==> src/rtl/b64d_pkg.sv <==
// Shared types, constants and the character decode function of the Base64 decoder.
package b64d_pkg;

  localparam int QUEUE_DEPTH = 4;

  typedef enum logic [1:0] {
    ST_OK       = 2'd0,
    ST_BAD_CHAR = 2'd1,
    ST_BAD_PAD  = 2'd2,
    ST_BAD_LEN  = 2'd3
  } b64d_status_t;

  // Classification of one input character.
  typedef struct packed {
    logic       is_data;
    logic       is_pad;
    logic [5:0] value;
  } b64d_sym_t;

  // Work handed from the front to the back: up to three bytes of one group,
  // plus the end-of-run mark and its status.
  typedef struct packed {
    logic [23:0]  word;
    logic [1:0]   cnt;
    logic         fin;
    b64d_status_t status;
  } b64d_job_t;

  function automatic b64d_sym_t classify_char(input logic [7:0] c);
    b64d_sym_t sym;
    sym.is_data = 1'b0;
    sym.is_pad  = 1'b0;
    sym.value   = 6'd0;
    case (c) inside
      [8'h41:8'h5A]: begin
        sym.is_data = 1'b1;
        sym.value   = 6'(c - 8'h41);
      end
      [8'h61:8'h7A]: begin
        sym.is_data = 1'b1;
        sym.value   = 6'(c - 8'h61 + 8'd26);
      end
      [8'h30:8'h39]: begin
        sym.is_data = 1'b1;
        sym.value   = 6'(c - 8'h30 + 8'd52);
      end
      8'h2B: begin
        sym.is_data = 1'b1;
        sym.value   = 6'd62;
      end
      8'h2F: begin
        sym.is_data = 1'b1;
        sym.value   = 6'd63;
      end
      8'h3D: begin
        sym.is_pad = 1'b1;
      end
      default: begin
        sym.is_data = 1'b0;
      end
    endcase
    return sym;
  endfunction

endpackage

==> src/rtl/b64d_if.sv <==
// Valid/ready stream interfaces for encoded characters and decoded results.
interface b64d_in_if (input logic clk);
  logic       valid;
  logic       ready;
  logic [7:0] in_char;
  logic       final_char;

  modport source (output valid, in_char, final_char, input ready);
  modport sink (input valid, in_char, final_char, output ready);
  modport mon (input valid, ready, in_char, final_char);
endinterface

interface b64d_out_if (input logic clk);
  logic       valid;
  logic       ready;
  logic [7:0] data_byte;
  logic       byte_valid;
  logic [1:0] status;
  logic       end_of_run;

  modport source (output valid, data_byte, byte_valid, status, end_of_run, input ready);
  modport sink (input valid, data_byte, byte_valid, status, end_of_run, output ready);
  modport mon (input valid, ready, data_byte, byte_valid, status, end_of_run);
endinterface

==> src/rtl/b64d_front.sv <==
// Front end: accepts characters, tracks group and padding state, and builds jobs.
module b64d_front (
  input  logic              clk,
  input  logic              rst,
  b64d_in_if.sink           enc,
  input  logic              q_not_full,
  output logic              push,
  output b64d_pkg::b64d_job_t push_job
);

  logic [1:0]             pos;
  logic [1:0]             pos_next;
  logic [17:0]            store;
  logic [17:0]            store_next;
  logic [1:0]             pad_count;
  logic [1:0]             pad_count_next;
  logic                   pad_done;
  logic                   pad_done_next;
  b64d_pkg::b64d_status_t err;
  b64d_pkg::b64d_status_t err_next;
  b64d_pkg::b64d_sym_t    sym;
  logic [5:0]             v;
  logic [1:0]             pad_inc;
  logic                   fire;

  assign enc.ready = q_not_full;
  assign fire      = enc.valid && enc.ready;

  always_comb begin
    sym            = b64d_pkg::classify_char(enc.in_char);
    v              = sym.is_pad ? 6'd0 : sym.value;
    pad_inc        = pad_count + {1'b0, sym.is_pad};
    pos_next       = pos;
    store_next     = store;
    pad_count_next = pad_count;
    pad_done_next  = pad_done;
    err_next       = err;
    push_job.word   = 24'd0;
    push_job.cnt    = 2'd0;
    push_job.fin    = enc.final_char;
    push_job.status = b64d_pkg::ST_OK;

    if (err == b64d_pkg::ST_OK) begin
      if (!sym.is_data && !sym.is_pad) begin
        err_next = b64d_pkg::ST_BAD_CHAR;
      end else if (pad_done) begin
        err_next = b64d_pkg::ST_BAD_PAD;
      end else if (sym.is_pad && !pos[1]) begin
        err_next = b64d_pkg::ST_BAD_PAD;
      end else if (!sym.is_pad && pad_count != 2'd0) begin
        err_next = b64d_pkg::ST_BAD_PAD;
      end else if (pos != 2'd3) begin
        store_next     = {store[11:0], v};
        pos_next       = pos + 2'd1;
        pad_count_next = pad_inc;
      end else begin
        push_job.word  = {store, v};
        case (pad_inc)
          2'd0:    push_job.cnt = 2'd3;
          2'd1:    push_job.cnt = 2'd2;
          default: push_job.cnt = 2'd1;
        endcase
        pad_done_next  = (pad_inc != 2'd0);
        pos_next       = 2'd0;
        store_next     = 18'd0;
        pad_count_next = 2'd0;
      end
    end

    // The length check applies only to a run that is otherwise clean.
    if (err_next == b64d_pkg::ST_OK && pos_next != 2'd0) begin
      push_job.status = enc.final_char ? b64d_pkg::ST_BAD_LEN : b64d_pkg::ST_OK;
    end else begin
      push_job.status = enc.final_char ? err_next : b64d_pkg::ST_OK;
    end

    push = fire && (push_job.cnt != 2'd0 || enc.final_char);
  end

  always_ff @(posedge clk) begin
    if (rst) begin
      pos       <= 2'd0;
      store     <= 18'd0;
      pad_count <= 2'd0;
      pad_done  <= 1'b0;
      err       <= b64d_pkg::ST_OK;
    end else if (fire) begin
      if (enc.final_char) begin
        pos       <= 2'd0;
        store     <= 18'd0;
        pad_count <= 2'd0;
        pad_done  <= 1'b0;
        err       <= b64d_pkg::ST_OK;
      end else begin
        pos       <= pos_next;
        store     <= store_next;
        pad_count <= pad_count_next;
        pad_done  <= pad_done_next;
        err       <= err_next;
      end
    end
  end

endmodule

==> src/rtl/b64d_queue.sv <==
// Small job queue between the front end and the byte emitter.
module b64d_queue #(
  parameter int Depth = b64d_pkg::QUEUE_DEPTH
) (
  input  logic                clk,
  input  logic                rst,
  input  logic                push,
  input  b64d_pkg::b64d_job_t push_job,
  input  logic                pop,
  output b64d_pkg::b64d_job_t head,
  output logic                not_empty,
  output logic                not_full
);

  localparam int PtrW = (Depth > 1) ? $clog2(Depth) : 1;
  localparam int CntW = $clog2(Depth + 1);

  b64d_pkg::b64d_job_t mem [Depth];
  logic [PtrW-1:0]     wr_ptr;
  logic [PtrW-1:0]     rd_ptr;
  logic [CntW-1:0]     count;

  assign head      = mem[rd_ptr];
  assign not_empty = (count != CntW'(0));
  assign not_full  = (count != CntW'(Depth));

  always_ff @(posedge clk) begin
    if (push) begin
      mem[wr_ptr] <= push_job;
    end
  end

  always_ff @(posedge clk) begin
    if (rst) begin
      wr_ptr <= '0;
      rd_ptr <= '0;
      count  <= '0;
    end else begin
      if (push) begin
        wr_ptr <= (wr_ptr == PtrW'(Depth - 1)) ? '0 : wr_ptr + PtrW'(1);
      end
      if (pop) begin
        rd_ptr <= (rd_ptr == PtrW'(Depth - 1)) ? '0 : rd_ptr + PtrW'(1);
      end
      case ({push, pop})
        2'b10:   count <= count + CntW'(1);
        2'b01:   count <= count - CntW'(1);
        default: count <= count;
      endcase
    end
  end

endmodule

==> src/rtl/b64d_back.sv <==
// Back end: takes jobs from the queue and emits one result per transfer.
module b64d_back (
  input  logic                clk,
  input  logic                rst,
  input  b64d_pkg::b64d_job_t head,
  input  logic                q_not_empty,
  output logic                pop,
  b64d_out_if.source          dec
);

  b64d_pkg::b64d_job_t cur;
  logic                cur_valid;
  logic [1:0]          idx;
  logic                last;
  logic                done;
  logic [7:0]          sel_byte;

  always_comb begin
    last = (cur.cnt == 2'd0) || (idx == cur.cnt - 2'd1);
    done = !cur_valid || (dec.ready && last);
    pop  = done && q_not_empty;
    case (idx)
      2'd0:    sel_byte = cur.word[23:16];
      2'd1:    sel_byte = cur.word[15:8];
      default: sel_byte = cur.word[7:0];
    endcase
    dec.valid      = cur_valid;
    dec.byte_valid = (cur.cnt != 2'd0);
    dec.data_byte  = (cur.cnt != 2'd0) ? sel_byte : 8'd0;
    dec.end_of_run = cur.fin && last;
    dec.status     = (cur.fin && last) ? cur.status : b64d_pkg::ST_OK;
  end

  always_ff @(posedge clk) begin
    if (rst) begin
      cur_valid <= 1'b0;
      idx       <= 2'd0;
    end else if (done) begin
      cur_valid <= q_not_empty;
      idx       <= 2'd0;
    end else if (dec.ready) begin
      idx <= idx + 2'd1;
    end
  end

  always_ff @(posedge clk) begin
    if (pop) begin
      cur <= head;
    end
  end

endmodule

==> src/rtl/base64_stream_decoder.sv <==
// Streaming Base64 decoder: one character in per cycle, one byte or status result out per cycle.
// Path: a finished group is written into the job queue, then loaded into the emitter register.
// Throughput: one character accepted per cycle while the job queue has room; one result leaves
// per cycle while dec.ready is high, limited by the single output register of the byte emitter.
// Reset (rst, synchronous, active high) empties the queue and clears all group state.
// Top level: wires the front end, the job queue and the byte emitter together.
module base64_stream_decoder #(
  parameter int QueueDepth = b64d_pkg::QUEUE_DEPTH
) (
  input logic      clk,
  input logic      rst,
  b64d_in_if.sink  enc,
  b64d_out_if.source dec
);

  logic                push;
  b64d_pkg::b64d_job_t push_job;
  logic                pop;
  b64d_pkg::b64d_job_t head;
  logic                q_not_empty;
  logic                q_not_full;

  b64d_front u_front (
    .clk        (clk),
    .rst        (rst),
    .enc        (enc),
    .q_not_full (q_not_full),
    .push       (push),
    .push_job   (push_job)
  );

  b64d_queue #(
    .Depth (QueueDepth)
  ) u_queue (
    .clk       (clk),
    .rst       (rst),
    .push      (push),
    .push_job  (push_job),
    .pop       (pop),
    .head      (head),
    .not_empty (q_not_empty),
    .not_full  (q_not_full)
  );

  b64d_back u_back (
    .clk         (clk),
    .rst         (rst),
    .head        (head),
    .q_not_empty (q_not_empty),
    .pop         (pop),
    .dec         (dec)
  );

endmodule

==> src/flat_wrapper.sv <==
// flat-port wrapper written by rule: the top's interface ports become plain ports
module base64_stream_decoder_flat 
#(
  parameter int QueueDepth = b64d_pkg::QUEUE_DEPTH
)
  (clk, rst, enc_valid, enc_in_char, enc_final_char, enc_ready, dec_valid, dec_data_byte, dec_byte_valid, dec_status, dec_end_of_run, dec_ready);
  b64d_in_if enc_i (.clk(clk));
  b64d_out_if dec_i (.clk(clk));
  input logic clk;
  input logic rst;
  input wire logic [$bits(enc_i.valid)-1:0] enc_valid;
  input wire logic [$bits(enc_i.in_char)-1:0] enc_in_char;
  input wire logic [$bits(enc_i.final_char)-1:0] enc_final_char;
  output wire logic [$bits(enc_i.ready)-1:0] enc_ready;
  output wire logic [$bits(dec_i.valid)-1:0] dec_valid;
  output wire logic [$bits(dec_i.data_byte)-1:0] dec_data_byte;
  output wire logic [$bits(dec_i.byte_valid)-1:0] dec_byte_valid;
  output wire logic [$bits(dec_i.status)-1:0] dec_status;
  output wire logic [$bits(dec_i.end_of_run)-1:0] dec_end_of_run;
  input wire logic [$bits(dec_i.ready)-1:0] dec_ready;
  assign enc_i.valid = enc_valid;
  assign enc_i.in_char = enc_in_char;
  assign enc_i.final_char = enc_final_char;
  assign enc_ready = enc_i.ready;
  assign dec_valid = dec_i.valid;
  assign dec_data_byte = dec_i.data_byte;
  assign dec_byte_valid = dec_i.byte_valid;
  assign dec_status = dec_i.status;
  assign dec_end_of_run = dec_i.end_of_run;
  assign dec_i.ready = dec_ready;
  base64_stream_decoder #(.QueueDepth(QueueDepth)) u_core (.clk(clk), .rst(rst), .enc(enc_i), .dec(dec_i));
endmodule
==> config.mk <==
export PLATFORM = sky130hd
export DESIGN_NAME = base64_stream_decoder_flat
export DESIGN_NICKNAME = d
export VERILOG_FILES = /design/src/rtl/b64d_pkg.sv /design/src/rtl/b64d_if.sv /design/src/rtl/b64d_front.sv /design/src/rtl/b64d_queue.sv /design/src/rtl/b64d_back.sv /design/src/rtl/base64_stream_decoder.sv /design/src/flat_wrapper.sv
export SDC_FILE = /design/constraint.sdc
export NUM_CORES = 1
export LEC_CHECK = 0
export BUFFER_PORTS_ARGS = -buffer_cell sky130_fd_sc_hd__buf_2
export CAP_MARGIN = 25
export CORE_MARGIN = 1
export CORE_UTILIZATION = 45
export DETAILED_ROUTE_END_ITERATION = 16
export SLEW_MARGIN = 20
export SYNTH_ARGS = -nofsm -noshare
export SYNTH_HDL_FRONTEND = slang
export SYNTH_HIERARCHICAL = 1
export SYNTH_SLANG_ARGS = --single-unit
export TNS_END_PERCENT = 20
==> constraint.sdc <==
create_clock -name clk -period 5.16 [get_ports clk]
set_input_delay 0.258 -clock clk [delete_from_list [all_inputs] [get_ports clk]]
set_output_delay 0.258 -clock clk [all_outputs]
set_load 0.03 [all_outputs]
==> run summary, run 1 <==
P_leak: 3.12 nW
Main flop type after synthesis: edfxtp_1
Synthesis-to-finish area growth: 11.2%
WS Path Type: primary input to flip-flop
Hold Crit Class: primary input to flip-flop
Clk Latency, worst-skew pair: 0.42 ns
Post_cts resized: 0
Via count: 4,482
Core Rows: 48
Unrepaired setup endpoints after global routing: no
Vias in the first global route: 4,546
FMAX: 275 MHz
Crit end category: flip-flop
CTS tree: built
PortBufs: 26
Crit path to: u_core/u_queue/count[2]
Synthesized area: 0.00794 mm2
Via-per-instance ratio: 5.55
FF/Latch Area: 0.00510 mm2
Critical Path Source: enc_in_char[2]
Initial DRT Pass Iterations: 5
CP max FO: 17
Clk sinks: 182
TritonCTS Buffers: 17
Hold_ws: 0.184 ns
Worst Reg-to-Reg Cells: 12
Power Dens Cells: 464 mW/mm2
Clock-pin transition on the worst setup and hold timing paths: 0.06 ns
Multi-input gate area: 0.00261 mm2
Gate Count Post-Synth: 542
Final worst path period need: 3.64 ns
ANT nets after route: 0
Die W: 135 um
Max-cap violations: 0
Post-synthesis average cell area: 14.6 um2
Nets@finish: 603
IO Count: 27
Final setup vio count: 0
#FFs+latches synth: 182
WL final: 15.5 mm
Measured slew at the worst slew-check pin: 0.796 ns
Critical path launch point type: primary input
Dpl ws: 1.12 ns
Drt first-iter violations: 263
Setup WS post-layout: 1.52 ns
DRC viols: 0
Post-Syn Nets: 576
Routed len/inst: 19.2 um
Asr flop ratio synth: 0%
Max rail drop VDD: 235 uV
Outcome: complete, no violations
DIE HEIGHT: 135 um
Seq/Total Area, Yosys: 64.2%
First-pass GRT wire length: 24.6 mm
FF-to-FF End: u_core/u_queue/count[2]
Overall die area: 0.0182 mm2
Distinct cells, synth: 64
CP Data Arrival Time: 3.98 ns
RePlAce Congestion: 0.855
Detailed placement HPWL: 10.2 mm
Number of synthesized flops with an enable pin: 145
Worst reg2reg path startpoint: u_core/u_front/pad_count[1]
Reg-to-reg slack, setup: 2.09 ns
Fin Clk Skew: 0.00701 ns
Setup TNS: 0 ns
Largest net degree at the start of global routing: 33
Ys Warns: 6
Tot GR Track Use: 18.5%
Initial core utilization: 46.0%
Fillers: 1,460
Data required, critical path: 5.51 ns
Diodes inserted: 0
Tcrit/Tclk final: 70.5%
Total gr overflow: 0
Setup bufs post-CTS: 0
Layout cells sized above 1: 17.9%
Final hold vios: 0
Core footprint: 0.0172 mm2
CTS root buf: clkbuf_16
Clk buf depth: 2
Max-slew violation count: 0
Initial antenna violation count: 0
# H-tree levels: 4
Slew HR: 46.9%
# hold bufs at CTS: 0
final cells by class:
class	instances	area share, %
inverters	21	0.893
clock inverters	12	1.46
well taps	225	3.19
clock buffers	20	5.06
multi-input cells	314	29.5
flip-flops and latches	182	57.8
repair buffers	33	2.11
cells in the final DEF, fill, tap and decap left out, types with 6 or more instances in the layout:
cell,n
o21ai_0,12
o21a_1,6
nor2_1,28
buf_2,26
and2_1,24
o2111ai_1,10
xor2_1,7
mux2i_1,12
clkinvlp_4,6
a21oi_1,24
ha_1,20
mux4_2,28
a22oi_1,8
clkbuf_16,17
nor3_1,6
nor2b_1,8
dfxtp_1,35
inv_1,20
o41ai_1,6
edfxtp_1,145
buf_4,6
nand2_1,35
nand3_1,15
worst min-delay path by stage:
stage	startpoint	endpoint	slack, ns	cells past startpoint
after floorplan	rst	u_core/u_front/pad_count[1]	0.33	1
after global placement	u_core/u_front/store[16]	u_core/u_front/store[16]	0.44	2
after detailed placement	u_core/u_front/store[13]	u_core/u_front/store[13]	0.45	2
after CTS	dec_ready	u_core/u_back/idx[1]	0.15	3
after global routing	dec_ready	u_core/u_back/idx[0]	0.18	3
final	dec_ready	u_core/u_back/idx[1]	0.18	3
report_power, final:
part | internal [W] | switching (W)
Sequential | 0.00182 | 0.000107
Combinational | 0.000336 | 0.000599
Clock | 0.000724 | 0.000510
per-stage QoR:
stage	total power, W	instance area [um2]	utilization, %	instances
after floorplan	0.00262	7940	-	542
after global placement	0.00289	8240	47.8	774
after detailed placement	0.00291	8240	47.8	774
after CTS	0.00414	8810	51.1	806
after global routing	0.00429	8820	51.2	807
final	0.00410	8820	51.2	807
critical path: stages:
cell and delay, ns:
buf_2 0.16, inv_1 0.17, ha_1 0.37, a21o_1 0.21
nand2_1 0.06, o211ai_1 0.25, o21a_1 0.59, or3_1 0.43
a21oi_2 0.17, inv_1 0.10, ha_1 0.19, inv_1 0.06
fa_1 0.37, xor2_1 0.15, or3_1 0.31, a21oi_1 0.14
cells in the mapped netlist, types with 3 or more instances:
master | n | share of area, %
a21oi_1 | 24 | 1.5
a21oi_2 | 3 | 0.33
a22oi_1 | 8 | 0.76
and2_1 | 24 | 1.9
buf_2 | 8 | 0.50
buf_4 | 3 | 0.28
buf_6 | 4 | 0.57
clkbuf_1 | 7 | 0.33
dfxtp_1 | 37 | 9.3
edfxtp_1 | 145 | 55
ha_1 | 20 | 3.2
inv_1 | 20 | 0.95
mux2i_1 | 12 | 1.5
mux4_2 | 28 | 7.9
nand2_1 | 35 | 1.7
nand2b_1 | 3 | 0.24
nand3_1 | 15 | 0.95
nand4_1 | 3 | 0.24
nor2_1 | 28 | 1.3
nor2b_1 | 8 | 0.63
nor3_1 | 6 | 0.38
o2111ai_1 | 10 | 1.1
o211ai_1 | 5 | 0.47
o21a_1 | 6 | 0.57
o21ai_0 | 12 | 0.76
o22ai_1 | 4 | 0.32
o31ai_1 | 4 | 0.38
o41ai_1 | 6 | 0.66
or3_1 | 3 | 0.24
xnor2_1 | 4 | 0.44
xor2_1 | 7 | 0.77
flip-flops by register name, indices dropped and copies added, names as in the netlist, named ones only:
name and count:
u_core/u_queue/wr_ptr 2, u_core/u_front/pos 2, u_core/u_back/cur 29, u_core/u_front/store 18, u_core/u_front/err 2, u_core/u_back/dec.valid 1, u_core/u_queue/count 3, u_core/u_queue/rd_ptr 2
u_core/u_front/pad_count 2, u_core/u_queue/mem 116, u_core/u_front/pad_done 1, u_core/u_back/idx 2
logic make-up after synthesis:
family	after synthesis	synth area share, %
simple gates	141	9.46
mux	41	9.79
fa+ha+maj	21	3.41
buf+inv	46	3.04
flops	182	64.2
xor+xnor	11	1.21
compound gates	100	8.88
metal layers:
layer | up-vias | global-route usage [%] | part of all wire [%]
met2 | 103 | 31.5 | 50
met3 | 17 | 3.19 | 3.4
li1 | 2142 | - | -
met4 | 0 | 7.68 | 1.3
met5 | - | 0 | 0
met1 | 2220 | 23.4 | 45
No activity file was read; power rests on OpenSTA's default activity.
==> inputs of run 2 (changes only) <==
Settings changed: ABC_AREA set to 1.
Clock period 5.16 ns to 3.55 ns, I/O delays scaled along.
==> run summary, run 2 <==
Outcome: complete, no violations
Clock-pin transition on the worst setup and hold timing paths: 0.06 ns (about the same)
FF-to-FF End: u_core/u_queue/count[2]
Max-slew violation count: 0 (unchanged)
Top reg by flops: u_core/u_queue/mem
Post_cts resized: 0 (unchanged)
Tot GR Track Use: 20.1% (+1.6 points)
Crit-path slowest cell: a21oi_1
Die W: 140 um (+3.7%)
Synthesis-to-finish area growth: 10.0%
Area share of the largest cell type after synthesis: 51.0% (-3.9 points)
Post-synthesis average cell area: 10.7 um2 (-27%)
Final hold vios: 0 (unchanged)
Crit end category: flip-flop
Leading area contributor after synthesis: edfxtp_1
Max rail drop VDD: 342 uV (+45%)
First-pass GRT wire length: 29.5 mm (+20%)
# hold bufs at CTS: 0 (unchanged)
Asr flop ratio synth: 0% (unchanged)
CP most frequent cell: inv_1
Most frequent cells in the layout: edfxtp_1, nand2_1, nor2_1
Post-Synth Simple-Gate Area: 18.1% (+8.7 points)
Clk Latency, worst-skew pair: 0.43 ns (about the same)
Ys Warns: 6 (unchanged)
Initial antenna violation count: 1 (+1)
RePlAce Congestion: 0.939 (+9.8%)
Seq/Total Area, Yosys: 59.7% (-4.5 points)
P_leak: 3.50 nW (+12%)
Leading cell type in the layout, fill and taps excluded: edfxtp_1
Main flop type after synthesis: edfxtp_1
Largest registers: u_core/u_queue/mem: 116 flops, u_core/u_back/cur: 29 flops, u_core/u_front/store: 18 flops
Top-count cell post-synth: edfxtp_1
Power Dens Cells: 726 mW/mm2 (+56%)
Main combinational cell family by area after synthesis: simple AND/OR/NAND/NOR gates
Overall die area: 0.0195 mm2 (+7.5%)
Unrepaired setup endpoints after global routing: no
Dpl ws: 0.275 ns (-0.847 ns)
WS Path Type: primary input to flip-flop
Measured slew at the worst slew-check pin: 0.675 ns (-0.121 ns)
Hold Crit Class: primary input to flip-flop
#FFs+latches synth: 182 (unchanged)
Detailed placement HPWL: 12.0 mm (+17%)
Critical path launch point type: primary input
Core Rows: 50 (+4.2%)
Data required, critical path: 3.91 ns (-1.60 ns)
Via count: 5,680 (+27%)
Setup TNS: 0 ns (unchanged)
Total gr overflow: 0 (unchanged)
List of most frequent post-synthesis cells: edfxtp_1, nand2_1, nor2_1, o21ai_0, inv_1
Post-Synth Adder-Cell Area: 3.17% (-0.24 points)
Clk buf depth: 2 (unchanged)
PortBufs: 26 (unchanged)
Max-cap violations: 0 (unchanged)
Fin Clk Skew: 0.00674 ns (-0.000269 ns)
Setup bufs post-CTS: 0 (unchanged)
Number of synthesized flops with an enable pin: 145 (unchanged)
Mux cell area share after synthesis: 0% (-9.8 points)
IO Count: 27 (unchanged)
Vias in the first global route: 5,606 (+23%)
Worst reg2reg path startpoint: u_core/u_back/cur[3]
CP max stage delay: 0.35 ns (-0.24 ns)
TritonCTS Buffers: 17 (unchanged)
Synthesized area: 0.00854 mm2 (+7.6%)
Final worst path period need: 2.87 ns
CP Data Arrival Time: 3.22 ns (-0.76 ns)
Nets@finish: 854 (+42%)
Gate Count Post-Synth: 798 (+47%)
DRC viols: 0 (unchanged)
Initial core utilization: 45.8% (-0.24 points)
Final setup vio count: 0 (unchanged)
Synth Area in Compound Gates: 11.7% (+2.8 points)
Reg-to-reg slack, setup: 0.99 ns (-1.10 ns)
Hold_ws: 0.102 ns (-0.0825 ns)
Initial DRT Pass Iterations: 5 (unchanged)
Worst hold start: dec_ready
WL final: 18.3 mm (+18%)
ANT nets after route: 0 (unchanged)
Setup WS post-layout: 0.685 ns (-0.839 ns)
Top cells by area, synth: edfxtp_1, dfxtp_1, nand2_1, o21ai_0, nor2_1
CTS root buf: clkbuf_16
Layout cells sized above 1: 19.7% (+1.8 points)
Core footprint: 0.0186 mm2 (+8.2%)
Clk sinks: 182 (unchanged)
Via-per-instance ratio: 5.32 (-4.2%)
# H-tree levels: 4 (unchanged)
Drt first-iter violations: 388 (+48%)
Worst Hold Path EP: u_core/u_back/idx[1]
CP max FO: 9 (-8)
Hold Path Depth: 3 (unchanged)
Worst Reg-to-Reg Cells: 14 (+2)
Largest net degree at the start of global routing: 59 (+79%)
Max FFs per register: 116 (unchanged)
CTS tree: built
Routed len/inst: 17.2 um (-11%)
FMAX: 349 MHz
Slew HR: 54.6% (+7.7 points)
Tcrit/Tclk final: 80.7%
DIE HEIGHT: 140 um (+3.7%)
Distinct cells, synth: 38 (-41%)
Post-Syn Nets: 832 (+44%)
Post-Synth XOR/XNOR Area: 1.03% (-0.19 points)
-- run 2: through the flow --
step                      total power [W]  cells  instance area (um2)  util, %
final                             0.00682   1067                 9390     50.4
after global routing              0.00718   1066                 9390     50.4
after CTS                         0.00685   1066                 9390     50.4
after detailed placement          0.00521   1035                 8880     47.6
after global placement            0.00514   1035                 8880     47.6
after floorplan                   0.00461    798                 8540        -
-- run 2: worst max path at each step --
stage	startpoint	endpoint	slack, ns	depth (start not counted)
final	enc_in_char[2]	u_core/u_queue/count[2]	0.68	27
after global routing	enc_in_char[2]	u_core/u_queue/count[2]	0.32	27
after CTS	enc_in_char[2]	u_core/u_queue/count[2]	0.72	27
after detailed placement	enc_in_char[2]	u_core/u_queue/count[2]	0.27	27
after global placement	enc_in_char[2]	u_core/u_queue/count[1]	0.47	22
after floorplan	u_core/u_back/cur[3]	u_core/u_queue/count[2]	0.41	16
-- run 2: report_power, final --
group / total (W) / leakage [nW] / switching [W] / internal, W
sequential: 0.00289 / 1.62 / 0.000129 / 0.00276
combinational: 0.00227 / 1.64 / 0.00161 / 0.000664
clock: 0.00165 / 0.241 / 0.000769 / 0.000885
-- run 2: cell families after synthesis --
logic type,after synthesis
XOR/XNOR,10
AND/OR/NAND/NOR,312
buffers and inverters,113
flip-flops,182
AO/OA/AOI/OAI,160
adder cells (fa/ha/maj),21
-- run 2: metal layers --
metal,track usage (%),up-vias,part of all wire [%]
met5,0,-,0.071
met4,8.33,2,2.2
met3,3.89,31,4.4
met2,33.1,127,48
met1,25.9,2759,45
li1,-,2761,-
-- run 2: layout make-up --
| class | count | area, um2 |
|---|---|---|
| Sequential cell | 182 | 5090 |
| Fill cell | 1666 | 9250 |
| Clock buffer | 18 | 429 |
| Antenna cell | 1 | 2.50 |
| Tap cell | 234 | 293 |
| Timing Repair Buffer | 38 | 283 |
| Inverter | 78 | 293 |
| Multi-Input combinational cell | 503 | 2910 |
| Clock inverter | 13 | 83.8 |
-- run 2: worst max-delay path, delay by kind of cell --
kind / cells / cell delay [ns]
adders and majority gates: 3 / 0.73
and+or+nand+nor: 14 / 1.13
buffers and inverters: 9 / 0.81
AOI/OAI and AO/OA: 1 / 0.35
==> inputs of run 3 (changes only) <==
Settings changed: ABC_AREA 1 to 0.
Clock period 3.55 ns to 2.9 ns, I/O delays scaled along.
==> run summary, run 3 (same netlist as run 1, synthesis figures left out) <==
# H-tree levels: 4 (unchanged)
DRC viols: 0 (unchanged)
Clock-pin transition on the worst setup and hold timing paths: 0.07 ns (about the same)
DIE HEIGHT: 135 um (-3.5%)
Logic pwr share: 24.9% (-8.5 points)
Initial core utilization: 46.0% (+0.24 points)
FF/Latch Area: 0.00510 mm2 (about the same)
Placed Area: 0.00859 mm2 (-3.3%)
WS Path Type: flip-flop to flip-flop
Core Rows: 48 (-4.0%)
Max-slew violation count: 0 (unchanged)
Initial antenna violation count: 0 (-1)
Layout Cells excl Fill: 838 (-21%)
CTS root buf: clkbuf_16
Core footprint: 0.0172 mm2 (-7.5%)
CP max stage delay: 0.42 ns (+0.07 ns)
Crit path cell chain: inv_2 -> ha_4 -> xor2_2 -> a21oi_2 -> nor3b_4 -> ha_2 -> inv_2 -> fa_2 -> xor2_1 -> or3_1 -> a21oi_1
NetSw: 0.00223 W (-11%)
Power Dens Cells: 817 mW/mm2 (+13%)
Setup TNS: 0 ns (unchanged)
Leading cell type in the layout, fill and taps excluded: edfxtp_1
Top reg by flops: u_core/u_queue/mem
Via count: 4,743 (-16%)
Measured slew at the worst slew-check pin: 0.679 ns (+0.00411 ns)
Detailed placement HPWL: 10.8 mm (-9.5%)
CP most frequent cell: inv_2
Clk Latency, worst-skew pair: 0.43 ns (about the same)
Hold Crit Class: primary input to flip-flop
Largest net degree at the start of global routing: 33 (-44%)
TritonCTS Buffers: 17 (unchanged)
Fillers: 1,427 (-14%)
Fin Clk Skew: 0.00741 ns (+0.000671 ns)
FMAX: 384 MHz
Outcome: complete, no violations
Clk sinks: 182 (unchanged)
Setup bufs post-CTS: 0 (unchanged)
Tot GR Track Use: 19.2% (-0.88 points)
Net Sw Frac: 29.7% (-7.1 points)
WL final: 16.1 mm (-12%)
First-pass GRT wire length: 25.9 mm (-12%)
Max-cap violations: 0 (unchanged)
Slew HR: 54.6% (-0.057 points)
Clk buf depth: 2 (unchanged)
Routed len/inst: 19.3 um (+12%)
Post_cts resized: 0 (unchanged)
Cell total after placement: 805 (-22%)
Total gr overflow: 0 (unchanged)
# hold bufs at CTS: 0 (unchanged)
Overall die area: 0.0182 mm2 (-7.0%)
Most frequent cells in the layout: edfxtp_1, dfxtp_1, nand2_1
P_leak: 3.31 nW (-5.4%)
Vias in the first global route: 4,846 (-14%)
Via-per-instance ratio: 5.66 (+6.3%)
Fraction of power consumed by sequential logic: 44.8% (+2.4 points)
ANT nets after route: 0 (unchanged)
Drt first-iter violations: 325 (-16%)
Int Power: 0.00528 W (+23%)
Data required, critical path: 3.26 ns (-0.65 ns)
Crit end category: flip-flop
CTS tree: built
PortBufs: 26 (unchanged)
Multi-input gate area: 0.00265 mm2 (-9.1%)
Die W: 135 um (-3.5%)
Final setup vio count: 0 (unchanged)
Critical path launch point type: flip-flop
Clk pwr share: 30.3% (+6.0 points)
Unrepaired setup endpoints after global routing: no
Total power: 0.00751 W (+10%)
Layout cells sized above 1: 23.7% (+3.9 points)
Tcrit/Tclk final: 89.9%
RePlAce Congestion: 0.871 (-7.3%)
Diodes inserted: 0 (-1)
CP max FO: 3 (-6)
Nets@finish: 634 (-26%)
Final hold vios: 0 (unchanged)
Max FFs per register: 116 (unchanged)
Post-route cell area: 0.00919 mm2 (-2.2%)
Final worst path period need: 2.61 ns
Initial DRT Pass Iterations: 5 (unchanged)
CP Data Arrival Time: 2.97 ns (-0.25 ns)
IO Count: 27 (unchanged)
Largest registers: u_core/u_queue/mem: 116 flops, u_core/u_back/cur: 29 flops, u_core/u_front/store: 18 flops
Crit-path slowest cell: edfxtp_1
Max rail drop VDD: 530 uV (+55%)
Synthesis-to-finish area growth: 15.8%
[run 3: cell count changes in the layout (fill, tap and decap cells not counted), moves of 12 or more]
| cell | change |
|---|---|
| mux2i_1 | +12 |
| inv_1 | -51 |
| buf_4 | +24 |
| o22ai_2 | -20 |
| o21ai_0 | -62 |
| nand2_2 | -12 |
| and2_1 | +20 |
| mux4_2 | +28 |
| nor2_4 | -22 |
| nand2_1 | -86 |
| nor2_1 | -67 |
| nor2_2 | -23 |
[run 3: through the flow]
step           util [%]  worst slack, ns  hold WS (ns)
5_1_grt            53.3            0.147        0.0499
3_3_place_gp       49.8           0.0335         0.447
2_1_floorplan         -           -0.333         0.214
4_1_cts            53.2            0.269        0.0239
6_report           53.3            0.293        0.0455
3_5_place_dp       49.8          -0.0697         0.452
[run 3: path summary, 6_finish.rpt]
kind	from	end	slack, ns	cells after the start
setup reg to reg	u_core/u_back/cur[3]	u_core/u_queue/count[2]	0.29	11
hold / removal	dec_ready	u_core/u_back/idx[1]	0.05	3
setup / recovery	u_core/u_back/cur[3]	u_core/u_queue/count[2]	0.29	11
hold reg to reg	u_core/u_front/store[14]	u_core/u_front/store[14]	0.46	2
[run 3: power groups by stage]
stage               logic [W]  registers, W  clock network (W)
floorplan             0.00134       0.00338                  0
CTS                   0.00189       0.00337            0.00232
detailed placement    0.00188       0.00343                  0
global placement      0.00185       0.00341                  0
finish                0.00187       0.00337            0.00228
global route          0.00204       0.00340            0.00241
[run 3: worst max-delay path, delay by kind of cell, from the launching register on]
family / cells / cell delay (ns)
fa+ha+maj: 3 / 0.86
simple gates: 2 / 0.61
flops: 1 / 0.42
xor+xnor: 2 / 0.32
compound gates: 2 / 0.20
buf+inv: 2 / 0.11
[run 3: layer usage]
layer | GRT usage (%) | wire, um
met1 | 25.1 | 7350
met2 | 31.5 | 7880
met3 | 4.32 | 660
met4 | 6.80 | 240
met5 | 0 | 0
[run 3: area by class of cell]
class                           instances  share of cell area [%]
Inverter                               21                   0.858
Sequential cell                       182                    55.5
Multi-Input combinational cell        314                    28.8
Timing Repair Buffer                   64                    5.38
Clock inverter                         15                    1.77
Tap cell                              225                    3.06
Clock buffer                           17                    4.63
